===== src/binary_max_heap_queue_defines.svh =====
// Assertion macros for the binary max-heap queue.
`ifndef BINARY_MAX_HEAP_QUEUE_DEFINES_SVH
`define BINARY_MAX_HEAP_QUEUE_DEFINES_SVH
`ifndef SYNTHESIS
`define BMHQ_ASSERT_IMPLY(label, clk, rst_n, ante, cons) \
	label: assert property (@(posedge clk) disable iff (!rst_n) (ante) |-> (cons)) \
		else $error("heap queue check failed");
`define BMHQ_ASSERT_NEXT(label, clk, rst_n, ante, cons) \
	label: assert property (@(posedge clk) disable iff (!rst_n) (ante) |=> (cons)) \
		else $error("heap queue check failed");
`else
`define BMHQ_ASSERT_IMPLY(label, clk, rst_n, ante, cons)
`define BMHQ_ASSERT_NEXT(label, clk, rst_n, ante, cons)
`endif
`endif


===== src/bmhq_pkg.sv =====
// Types and codes shared by the binary max-heap queue.
package bmhq_pkg;

	localparam logic [1:0] ACT_INSERT     = 2'd0;
	localparam logic [1:0] ACT_REMOVE_MAX = 2'd1;
	localparam logic [1:0] ACT_CHANGE     = 2'd2;
	localparam logic [1:0] ACT_REMOVE_AT  = 2'd3;

	localparam logic [1:0] STAT_OK        = 2'd0;
	localparam logic [1:0] STAT_EMPTY     = 2'd1;
	localparam logic [1:0] STAT_FULL      = 2'd2;
	localparam logic [1:0] STAT_BAD_INDEX = 2'd3;

	typedef struct packed {
		logic [1:0]         action;
		logic signed [31:0] key_value;
		logic [6:0]         heap_index;
	} cmd_item_t;

	typedef struct packed {
		logic signed [31:0] top_value;
		logic signed [31:0] removed_value;
		logic [6:0]         entry_count;
		logic [1:0]         status;
	} rsp_item_t;

	typedef enum logic [3:0] {
		ST_IDLE,
		ST_LDA,
		ST_LDB,
		ST_LDC,
		ST_UP_RD,
		ST_UP_CMP,
		ST_DN_RD,
		ST_DN_RL,
		ST_DN_RR,
		ST_TOP,
		ST_FIN
	} state_t;

endpackage


===== src/bmhq_ram.sv =====
// Generic simple dual-port RAM with registered read.
module bmhq_ram #(
	parameter int W = 32,
	parameter int D = 64
) (
	input  logic                 clk,
	input  logic                 we,
	input  logic [$clog2(D)-1:0] waddr,
	input  logic [W-1:0]         wdata,
	input  logic [$clog2(D)-1:0] raddr,
	output logic [W-1:0]         rdata
);

	logic [W-1:0] mem [D];
	logic [W-1:0] rdata_q;

	always_ff @(posedge clk) begin
		if (we) begin
			mem[waddr] <= wdata;
		end
		rdata_q <= mem[raddr];
	end

	assign rdata = rdata_q;

endmodule


===== src/binary_max_heap_queue.sv =====
// Top level of the binary max-heap priority queue.
// Usage:
//   cmd channel (cmd_valid / cmd_stall / cmd) carries one action per item:
//   insert, remove max, change key at index or remove at index.
//   rsp channel (rsp_valid / rsp_stall / rsp) returns one item per command
//   with the maximum key, any removed key, the entry count and a status.
//   One command is worked on at a time; cmd_stall is high while busy.
//   Errors (full, empty, bad index) go straight to the end read. An insert
//   climbs from the new last position, one parent read per level. A remove
//   or change passes through its load states, then climbs or descends,
//   reading one parent or child per step, and ends with a read of the root.
//   The next command is taken in the cycle after the result is registered.
//   The pace of the sift loop is set by the single read port of the key
//   RAM, which the loop visits once per parent or child.
//   Reset clears the fill count; RAM contents stay undefined, and values read
//   outside the filled range are never used. No clearing pass is needed.
//   A stalled result is held in the output register; the block finishes the
//   next command up to its end read and waits there for the slot to free.
`include "binary_max_heap_queue_defines.svh"
module binary_max_heap_queue #(
	parameter int DEPTH    = 64,
	parameter int KEY_BITS = 32
) (
	input  logic                clk,
	input  logic                arst_n,
	input  logic                cmd_valid,
	output logic                cmd_stall,
	input  bmhq_pkg::cmd_item_t cmd,
	output logic                rsp_valid,
	input  logic                rsp_stall,
	output bmhq_pkg::rsp_item_t rsp
);

	localparam int CW = $clog2(DEPTH + 1);
	localparam int PW = CW + 1;
	localparam int AW = $clog2(DEPTH);
	localparam int MW = (PW > 7) ? PW : 7;

	bmhq_pkg::state_t state_q, state_d;

	logic [1:0]                 act_q;
	logic signed [KEY_BITS-1:0] key_q;
	logic [MW-1:0]              idx_q;
	logic [CW-1:0]              cnt_q;
	logic [PW-1:0]              pos_q;
	logic signed [KEY_BITS-1:0] cur_q;
	logic signed [KEY_BITS-1:0] old_q;
	logic signed [KEY_BITS-1:0] lv_q;
	logic signed [KEY_BITS-1:0] removed_q;
	logic [1:0]                 status_q;
	logic                       rsp_valid_q;
	bmhq_pkg::rsp_item_t        rsp_q;

	logic                       cmd_acc;
	logic                       slot_free;
	logic signed [KEY_BITS-1:0] cmd_key;
	logic [MW-1:0]              cmd_idx;
	logic [PW-1:0]              cnt_p;
	logic [PW-1:0]              cnt_m1_p;
	logic [PW-1:0]              lpos;
	logic [PW-1:0]              rpos;
	logic                       l_in;
	logic                       r_in;
	logic signed [KEY_BITS-1:0] rdata;
	logic                       cur_gt_rd;
	logic                       lv_gt_cur;
	logic [PW-1:0]              big_pos;
	logic signed [KEY_BITS-1:0] big_val;
	logic                       rd_gt_big;
	logic [PW-1:0]              rd_pos;
	logic                       ram_we;
	logic [PW-1:0]              wr_pos;
	logic signed [KEY_BITS-1:0] wr_key;
	logic [AW-1:0]              raddr;
	logic [AW-1:0]              waddr;

	assign cmd_acc   = cmd_valid && !cmd_stall;
	assign cmd_stall = (state_q != bmhq_pkg::ST_IDLE);
	assign slot_free = !rsp_valid_q || !rsp_stall;
	assign cmd_key   = KEY_BITS'(64'(cmd.key_value));
	assign cmd_idx   = MW'(cmd.heap_index);
	assign cnt_p     = PW'(cnt_q);
	assign cnt_m1_p  = cnt_p - PW'(1);
	assign lpos      = {pos_q[PW-2:0], 1'b0};
	assign rpos      = {pos_q[PW-2:0], 1'b1};
	assign l_in      = (lpos <= cnt_p);
	assign r_in      = (rpos <= cnt_p);
	assign cur_gt_rd = (cur_q > rdata);
	assign lv_gt_cur = (lv_q > cur_q);
	assign big_pos   = lv_gt_cur ? lpos : pos_q;
	assign big_val   = lv_gt_cur ? lv_q : cur_q;
	assign rd_gt_big = (rdata > big_val);

	always_comb begin
		state_d = state_q;
		case (state_q)
			bmhq_pkg::ST_IDLE: begin
				if (cmd_valid) begin
					if (cmd.action == bmhq_pkg::ACT_INSERT) begin
						state_d = (cnt_q >= CW'(DEPTH)) ? bmhq_pkg::ST_TOP
							: bmhq_pkg::ST_UP_RD;
					end else if (cnt_q == '0) begin
						state_d = bmhq_pkg::ST_TOP;
					end else if (cmd.action == bmhq_pkg::ACT_REMOVE_MAX) begin
						state_d = bmhq_pkg::ST_LDA;
					end else if (cmd_idx == '0 || cmd_idx > MW'(cnt_q)) begin
						state_d = bmhq_pkg::ST_TOP;
					end else begin
						state_d = bmhq_pkg::ST_LDA;
					end
				end
			end
			bmhq_pkg::ST_LDA: state_d = bmhq_pkg::ST_LDB;
			bmhq_pkg::ST_LDB: state_d = bmhq_pkg::ST_LDC;
			bmhq_pkg::ST_LDC: begin
				case (act_q)
					bmhq_pkg::ACT_REMOVE_MAX: begin
						state_d = (cnt_m1_p == '0) ? bmhq_pkg::ST_TOP
							: bmhq_pkg::ST_DN_RD;
					end
					bmhq_pkg::ACT_CHANGE: begin
						state_d = (key_q > old_q) ? bmhq_pkg::ST_UP_RD
							: bmhq_pkg::ST_DN_RD;
					end
					default: begin
						if (PW'(idx_q) > cnt_m1_p) begin
							state_d = bmhq_pkg::ST_TOP;
						end else begin
							state_d = (rdata > old_q) ? bmhq_pkg::ST_UP_RD
								: bmhq_pkg::ST_DN_RD;
						end
					end
				endcase
			end
			bmhq_pkg::ST_UP_RD: begin
				state_d = (pos_q == PW'(1)) ? bmhq_pkg::ST_TOP : bmhq_pkg::ST_UP_CMP;
			end
			bmhq_pkg::ST_UP_CMP: begin
				state_d = cur_gt_rd ? bmhq_pkg::ST_UP_RD : bmhq_pkg::ST_TOP;
			end
			bmhq_pkg::ST_DN_RD: begin
				state_d = l_in ? bmhq_pkg::ST_DN_RL : bmhq_pkg::ST_TOP;
			end
			bmhq_pkg::ST_DN_RL: begin
				if (r_in) begin
					state_d = bmhq_pkg::ST_DN_RR;
				end else begin
					state_d = (rdata > cur_q) ? bmhq_pkg::ST_DN_RD : bmhq_pkg::ST_TOP;
				end
			end
			bmhq_pkg::ST_DN_RR: begin
				state_d = (rd_gt_big || lv_gt_cur) ? bmhq_pkg::ST_DN_RD
					: bmhq_pkg::ST_TOP;
			end
			bmhq_pkg::ST_TOP: state_d = bmhq_pkg::ST_FIN;
			bmhq_pkg::ST_FIN: begin
				if (slot_free) begin
					state_d = bmhq_pkg::ST_IDLE;
				end
			end
			default: state_d = bmhq_pkg::ST_IDLE;
		endcase
	end

	always_comb begin
		rd_pos = PW'(1);
		ram_we = 1'b0;
		wr_pos = pos_q;
		wr_key = cur_q;
		case (state_q)
			bmhq_pkg::ST_LDA: begin
				rd_pos = (act_q == bmhq_pkg::ACT_REMOVE_MAX) ? PW'(1) : PW'(idx_q);
			end
			bmhq_pkg::ST_LDB: rd_pos = cnt_p;
			bmhq_pkg::ST_UP_RD: begin
				rd_pos = pos_q >> 1;
				ram_we = (pos_q == PW'(1));
			end
			bmhq_pkg::ST_UP_CMP: begin
				ram_we = 1'b1;
				wr_key = cur_gt_rd ? rdata : cur_q;
			end
			bmhq_pkg::ST_DN_RD: begin
				rd_pos = lpos;
				ram_we = !l_in;
			end
			bmhq_pkg::ST_DN_RL: begin
				rd_pos = rpos;
				ram_we = !r_in;
				wr_key = (rdata > cur_q) ? rdata : cur_q;
			end
			bmhq_pkg::ST_DN_RR: begin
				ram_we = 1'b1;
				wr_key = rd_gt_big ? rdata : big_val;
			end
			default: begin
				rd_pos = PW'(1);
			end
		endcase
	end

	assign raddr = AW'(rd_pos - PW'(1));
	assign waddr = AW'(wr_pos - PW'(1));

	bmhq_ram #(
		.W(KEY_BITS),
		.D(DEPTH)
	) u_ram (
		.clk  (clk),
		.we   (ram_we),
		.waddr(waddr),
		.wdata(wr_key),
		.raddr(raddr),
		.rdata(rdata)
	);

	always_ff @(posedge clk or negedge arst_n) begin
		if (!arst_n) begin
			state_q     <= bmhq_pkg::ST_IDLE;
			cnt_q       <= '0;
			rsp_valid_q <= 1'b0;
		end else begin
			state_q <= state_d;
			if (state_q == bmhq_pkg::ST_IDLE && cmd_valid &&
			    cmd.action == bmhq_pkg::ACT_INSERT && cnt_q < CW'(DEPTH)) begin
				cnt_q <= cnt_q + CW'(1);
			end else if (state_q == bmhq_pkg::ST_LDC && act_q != bmhq_pkg::ACT_CHANGE) begin
				cnt_q <= cnt_q - CW'(1);
			end
			if (state_q == bmhq_pkg::ST_FIN && slot_free) begin
				rsp_valid_q <= 1'b1;
			end else if (!rsp_stall) begin
				rsp_valid_q <= 1'b0;
			end
		end
	end

	always_ff @(posedge clk) begin
		case (state_q)
			bmhq_pkg::ST_IDLE: begin
				act_q     <= cmd.action;
				key_q     <= cmd_key;
				idx_q     <= cmd_idx;
				cur_q     <= cmd_key;
				pos_q     <= cnt_p + PW'(1);
				removed_q <= '0;
				if (cmd.action == bmhq_pkg::ACT_INSERT) begin
					status_q <= (cnt_q >= CW'(DEPTH)) ? bmhq_pkg::STAT_FULL
						: bmhq_pkg::STAT_OK;
				end else if (cnt_q == '0) begin
					status_q <= bmhq_pkg::STAT_EMPTY;
				end else if (cmd.action != bmhq_pkg::ACT_REMOVE_MAX &&
				             (cmd_idx == '0 || cmd_idx > MW'(cnt_q))) begin
					status_q <= bmhq_pkg::STAT_BAD_INDEX;
				end else begin
					status_q <= bmhq_pkg::STAT_OK;
				end
			end
			bmhq_pkg::ST_LDB: old_q <= rdata;
			bmhq_pkg::ST_LDC: begin
				case (act_q)
					bmhq_pkg::ACT_REMOVE_MAX: begin
						removed_q <= old_q;
						cur_q     <= rdata;
						pos_q     <= PW'(1);
					end
					bmhq_pkg::ACT_CHANGE: begin
						cur_q <= key_q;
						pos_q <= PW'(idx_q);
					end
					default: begin
						removed_q <= old_q;
						cur_q     <= rdata;
						pos_q     <= PW'(idx_q);
					end
				endcase
			end
			bmhq_pkg::ST_UP_CMP: begin
				if (cur_gt_rd) begin
					pos_q <= pos_q >> 1;
				end
			end
			bmhq_pkg::ST_DN_RL: begin
				lv_q <= rdata;
				if (!r_in && rdata > cur_q) begin
					pos_q <= lpos;
				end
			end
			bmhq_pkg::ST_DN_RR: begin
				pos_q <= rd_gt_big ? rpos : big_pos;
			end
			bmhq_pkg::ST_FIN: begin
				if (slot_free) begin
					rsp_q.top_value     <= (cnt_q == '0) ? 32'sd0 : 32'(64'(rdata));
					rsp_q.removed_value <= 32'(64'(removed_q));
					rsp_q.entry_count   <= 7'(cnt_q);
					rsp_q.status        <= status_q;
				end
			end
			default: begin
				lv_q <= lv_q;
			end
		endcase
	end

	assign rsp_valid = rsp_valid_q;
	assign rsp       = rsp_q;

	`BMHQ_ASSERT_IMPLY(a_cnt_bound, clk, arst_n, 1'b1, cnt_q <= CW'(DEPTH))
	`BMHQ_ASSERT_IMPLY(a_wr_in_range, clk, arst_n, ram_we, wr_pos >= PW'(1) && wr_pos <= cnt_p)
	`BMHQ_ASSERT_NEXT(a_busy_after_cmd, clk, arst_n, cmd_acc, state_q != bmhq_pkg::ST_IDLE)

endmodule


===== config.mk =====
export PLATFORM = sky130hd
export DESIGN_NAME = binary_max_heap_queue
export DESIGN_NICKNAME = d
export VERILOG_FILES = /design/src/bmhq_pkg.sv /design/src/bmhq_ram.sv /design/src/binary_max_heap_queue.sv
export VERILOG_INCLUDE_DIRS = /design/src /design/src/src
export SDC_FILE = /design/constraint.sdc
export NUM_CORES = 2
export LEC_CHECK = 0
export BUFFER_PORTS_ARGS = -buffer_cell sky130_fd_sc_hd__buf_2
export CAP_MARGIN = 10
export CORE_MARGIN = 1
export CORE_UTILIZATION = 55
export DETAILED_ROUTE_END_ITERATION = 8
export GPL_ROUTABILITY_DRIVEN = 0
export PLACE_DENSITY = 0.71
export SYNTH_ARGS = -nofsm -noshare
export SYNTH_HDL_FRONTEND = slang
export SYNTH_SLANG_ARGS = --single-unit

===== constraint.sdc =====
create_clock -name clk -period 9.9 [get_ports clk]
set_clock_uncertainty 0.15 [all_clocks]
set_input_delay 0.495 -clock clk [delete_from_list [all_inputs] [get_ports clk]]
set_output_delay 0.495 -clock clk [all_outputs]
set_load 0.005 [all_outputs]

; After elaboration in Yosys (flattened, before gate mapping)
; Memory sizes are Yosys's and may differ from the RTL's. A register that Yosys moved wholly into a read port is not among the register bits.
; Index checks and enable logic that the tools add are counted.
[totals]
ff_bits = 264
ram_bits = 2048
inputBits = 45
output_inout_bits = 75
elab_cells = 132
mem_count = 1
[op_classes]
add_sub_neg = 6
magnitude_cmp = 12
n_eq_ne = 23
muxes = 46
n_reduce_logical = 28
[mem_list]
columns = name, depth, width, rd, rd_clocked_by_memory_dff, wr, line
row1 = u_ram.mem, 64, 32, 1, 1, 1, bmhq_ram.sv:14  ; logic [W-1:0] mem [D];
[ops]
columns = op, count
row1 = $gt 32x32->1, 6
row2 = $mux 32, 6
row3 = $pmux 32 s2, 2
row4 = $pmux 32 s3, 1
row5 = $mux 4, 15
row6 = $pmux 4 s11, 1
row7 = $pmux 8 s5, 1
row8 = $mux 8, 4
row9 = $pmux 6 s5, 1
row10 = $mux 7, 3
row11 = $eq 4x3->1 const B, 4
row12 = $le 8x7->1, 2
row13 = $logic_not 8->1, 2
row14 = $eq 4x4->1 const B, 3
row15 = $mux 2, 6
row16 = $ne 2x2->1 const B, 6
row17 = $sub 6x1->6 const B, 2
row18 = $add 7x1->8 const B, 1
row19 = $eq 4x2->1 const B, 2
row20 = $eq 8x1->1 const B, 1
row21 = $gt 7x8->1, 1
row22 = $pmux 4 s2, 1
row23 = $sub 7x1->8 const B, 1
row24 = $add 7x1->7 const B, 1
row25 = other kinds (23), 42

; Depth between registers and ports, before layout
[logic_depth]
ltp_word = 8
depth_mapped = 21
depth_no_buf = 18

; Modules after synthesis
; A second synthesis with hierarchy kept.
[unflattened]
hier_cells = 4738
hier_area_um2 = 94324.2
[by_module_without_submodules]
columns = mod, n_inst, cells_each, area_per_inst_um2, seq_area_each_um2
row1 = bmhq_ram, 1, 3324, 78515.3, 62139.6
row2 = binary_max_heap_queue, 1, 1414, 15808.9, 7867.5

; Worst setup path after synthesis
; Ideal clock, no wire load.
[synth_path]
path_kind = register -> register
start = reg state_q[3]
end = reg rsp_q (netlist bit rsp[0]) (enable)
setup_ns = 0.609
t_arrival_ns = 6.157
required_ns = 9.141
path_slack_ns = 2.984
path_stages_with_launch = 4
path_buffers = 1
path_cell_list = dfrtp_1 -> clkbuf_1 -> nand2_1 -> nor3b_1
[synth_via]
elab_chain_len = 2
[synth_rtl]
columns = item, line
row1 = start: declaration, binary_max_heap_queue.sv:39  ; bmhq_pkg::state_t state_q, state_d;
row2 = start signal: assignment, binary_max_heap_queue.sv:219  ; state_q <= bmhq_pkg::ST_IDLE;
row3 = start signal: assignment, binary_max_heap_queue.sv:223  ; state_q <= state_d;
row4 = $eq 4x4->1, binary_max_heap_queue.sv:239  ; case (state_q)
row5 = $reduce_and 2->1 (no line), n/a
row6 = end: declaration, binary_max_heap_queue.sv:52  ; bmhq_pkg::rsp_item_t rsp_q;
; No other way between the ends.
; A chain may end at the register's enable or synchronous reset.

; Worst setup path after layout
[layout_path]
start = reg cur_q[26]
end = mem u_ram.mem[54][1] (data pin)
[layout_via]
elab_chain_len = 5
elab_cells_between_ends = 9
[layout_rtl]
columns = item, line
row1 = start: declaration, binary_max_heap_queue.sv:46  ; logic signed [KEY_BITS-1:0] cur_q;
row2 = start signal: assignment, binary_max_heap_queue.sv:244  ; cur_q <= cmd_key;
row3 = start signal: assignment, binary_max_heap_queue.sv:264  ; cur_q <= rdata;
row4 = start signal: assignment, binary_max_heap_queue.sv:268  ; cur_q <= key_q;
row5 = $gt 32x32->1, binary_max_heap_queue.sv:89  ; assign lv_gt_cur = (lv_q > cur_q);
row6 = $mux 32, binary_max_heap_queue.sv:91  ; assign big_val = lv_gt_cur ? lv_q : cur_q;
row7 = $gt 32x32->1, binary_max_heap_queue.sv:92  ; assign rd_gt_big = (rdata > big_val);
row8 = $mux 32, binary_max_heap_queue.sv:194  ; wr_key = rd_gt_big ? rdata : big_val;
row9 = $pmux 32 s3 *, binary_max_heap_queue.sv:170  ; case (state_q)
row10 = via u_ram.wdata[1], bmhq_ram.sv:9  ; input logic [W-1:0] wdata,
row11 = end: declaration, bmhq_ram.sv:14
; The timed path passes the listed nets; every way through them passes the cells marked *.

==> flow_summary.toml <==
[run_status]
outcome = "finished, final reports clean"

[clock_network]
cts_setup_buffers = 0
cts.sinks = 2344
clk_latency_ps = 900
ctsHoldBuffers = 45
cts_buffer_depth = 3
cts.reportedPaths.clkPinSlew_ps = 60
cts_tree = "yes"
cts_resized = 0
cts-root-buf = "clkbuf_16"
cts_buffers = 222
ctsHtreeMaxLevel = 4

[placed_design]
place_area_um2 = 99200
dp_hpwl_mm = 139
port_buffers = 119
post-place-ws_ps = 3120

[sta]
rsz0062_at_grt = "false"
worst_pin_slew_ps = 1390
period_needed_ps = 6940
setup_viol = 0
slew_headroom_pct = 7.26
timing.fmax_ghz = 0.144
hold_viol_final = 0
period_share_pct = 70.1
setup_ws_ps = 2960
slew_viol_final = 0
final.setup.tns_ps = 0

[die]
core_area_um2 = 172000
die_h_um = 418
dieWidth_um = 418
initial_core_util_pct = 55.4
io_pins = 120
num_rows = 152
dieArea_um2 = 174000

[setup_path]
slowest_stage = "a221o_2"
start_kind = "flip-flop"
cp_max_fo = 39
worstRegToRegCells = 20
r2r-start = "cur_q[26]"
crit_type = "reg2reg"
required_ps = 10300
cp.arrival_ps = 7340
max_stage_delay_ps = 630
r2r_slack_ps = 2960
end_kind = "flip-flop"
crit_top_cell = "buf_4"
r2r-end = "u_ram.mem[54][1]"
cp_cell_sequence = "inv_1, ha_1, nand4_1, nor4_1, a22o_1, a211oi_1, o22ai_4, buf_4, mux2i_1, ha_1, a21o_1, a21o_1, a211o_1, a21oi_1, o21ai_0, o21ai_2, buf_4, o2bb2ai_1, a221o_2, buf_4"

[detailed_routing]
num_vias = 49577
ant_nets = 0
via_per_inst = 6.66
first_iter_violations = 6843
routedWlPerCell_um = 33.5
dr.pass1.iters = 8
wl_mm = 250
drc_errors = 0

[final_layout]
fillers = 11523
drive_gt1_share_pct = 27.7
regArea_um2 = 70000
fin_area_um2 = 107000
area_growth_syn_to_layout_pct = 12.7
post-route-util_pct = 62.4
multi_input_area_um2 = 24200
nets = 5180

[yosys]
postSynthCellCount = 4629
synthArstFlopShare_pct = 0.512
synth.yosys.warnings = 0
ys_types = 82
postSynthAreaPerCell_um2 = 20.5
synth_edf_count = 2300
synth-main-ff-cell = "edfxtp_1"
ys_seq_area_share_pct = 73.7
ys_ff_latch = 2344
netlist_area_um2 = 95000
syn-num-nets = 4870

[min_path]
min-delay-start = "cmd[33]"
min_path_type = "in2reg"
worstHoldEndpoint = "key_q[26]"
whs_path_depth = 2

[global_route]
grt_antenna_before_repair = 0
grt_overflow = 0
grt_use_total_pct = 28.7
grt_start_max_net_pins = 137
grt_pass1_wl_mm = 353
grt_pass1_vias = 48304

[run]
drv_cap = 0
==> stage by stage <==
step / hold WS, ps / std cells
final: 195 / 7447
after global routing: 182 / 7446
after CTS: 156 / 7442
after detailed placement: 255 / 6976
after global placement: 251 / 6976
after floorplan: 49.4 / 4629
==> layer usage <==
metal  vias to the layer above  wire length [um]  GRT usage [%]
met4                         0              8910           10.2
met2                      3031            119000           45.4
met5                         -                 0              0
met3                       444             25400           4.90
met1                     26149             96200           40.9
li1                      19953                 -              -
==> cells by family (layout without fill, tap and decap cells) <==
family	Yosys count	in the layout	synth area share (%)
simple gates	492	492	2.77
mux	805	805	15.9
other cells	0	1	0
compound gates	445	445	3.23
buf+inv	324	831	1.60
fa+ha+maj	196	196	2.59
flops	2344	2344	73.7
xor+xnor	23	23	0.220
==> layout make-up <==
| type | instances | area share, % |
|---|---|---|
| repair buffers | 311 | 2.15 |
| well taps | 2310 | 2.70 |
| multi-input cells | 1961 | 22.5 |
| clock inverters | 121 | 1.21 |
| inverters | 99 | 0.347 |
| clock buffers | 300 | 5.68 |
| diodes | 1 | 0.00234 |
| flip-flops and latches | 2344 | 65.4 |
==> Yosys cell counts (all sizes together) (6+ instances only) <==
master	count	area (um^2)
a31oi	10	62.6
and2	36	225
buf	94	661
o21ai	72	360
ha	195	2440
xnor2	17	156
or3	9	56.3
mux2	194	2180
o22ai	106	663
nor2b	20	125
clkbuf	131	492
a21oi	65	325
nand2	80	300
o211ai	7	52.6
nand2b	15	93.8
a22o	6	52.6
nand4	40	250
a21o	50	375
a221o	32	320
mux4	544	12300
xor2	6	52.6
nand3	23	120
nor2	178	668
nor4	40	450
dfxtp	32	641
mux2i	67	671
a222oi	9	90.1
o2bb2ai	30	263
inv	99	372
a211o	7	61.3
and3	7	43.8
nor3	18	90.1
o21a	7	52.6
edfxtp	2300	69100
dfrtp	12	300
==> layout by cell type (no fill, tap or decap), types with 11 or more instances in the layout <==
master and instances:
a21o_1 50, a21oi_1 64, a221o_2 31, and2_1 36
buf_12 11, buf_2 119, buf_4 135, bufinv_16 19
clkbuf_1 56, clkbuf_16 223, clkbuf_8 21, clkinv_1 33
clkinv_2 37, dfrtp_1 12, dfxtp_1 32, dlygate4sd3_1 45
edfxtp_1 2300, ha_1 193, inv_1 98, mux2_1 63
mux2_2 131, mux2i_1 66, mux4_2 537, nand2_1 80
nand2b_1 15, nand3_1 21, nand4_1 40, nor2_1 114
nor2_4 64, nor2b_1 20, nor3_1 17, nor4_2 32
o21ai_0 70, o22ai_1 105, o2bb2ai_1 30, xnor2_1 15
==> worst max-delay path: cells and delay by family, from the launching register on <==
kind	cells	cell delay [ps]
fa+ha+maj	2	630
compound gates	11	2930
flops	1	380
simple gates	2	600
buf+inv	4	1470
mux	1	330
==> worst max path at each step <==
stage,depth (start not counted),slack [ps],from,endpoint
finish,20,2960,cur_q[26],u_ram.mem[54][1]
CTS,20,3090,cur_q[26],u_ram.mem[54][1]
global route,19,2730,cur_q[26],u_ram.mem[19][1]
detailed placement,20,3120,cur_q[26],u_ram.mem[10][1]
global placement,20,3200,cur_q[13],u_ram.mem[6][15]
floorplan,3,2980,state_q[3],rsp[0]
==> sequential cells by signal (all words and copies together), names as in the netlist, 2 cells and up <==
| name | cells |
|---|---|
| u_ram.mem | 2048 |
| rsp | 73 |
| cur_q | 32 |
| key_q | 32 |
| lv_q | 32 |
| old_q | 32 |
| removed_q | 32 |
| u_ram.rdata | 32 |
| pos_q | 8 |
| cnt_q | 7 |
| idx_q | 7 |
| state_q | 4 |
| act_q | 2 |
| status_q | 2 |
Power is not shown: default switching activity piles up to over one toggle a cycle in this logic, so the estimate is an artifact.
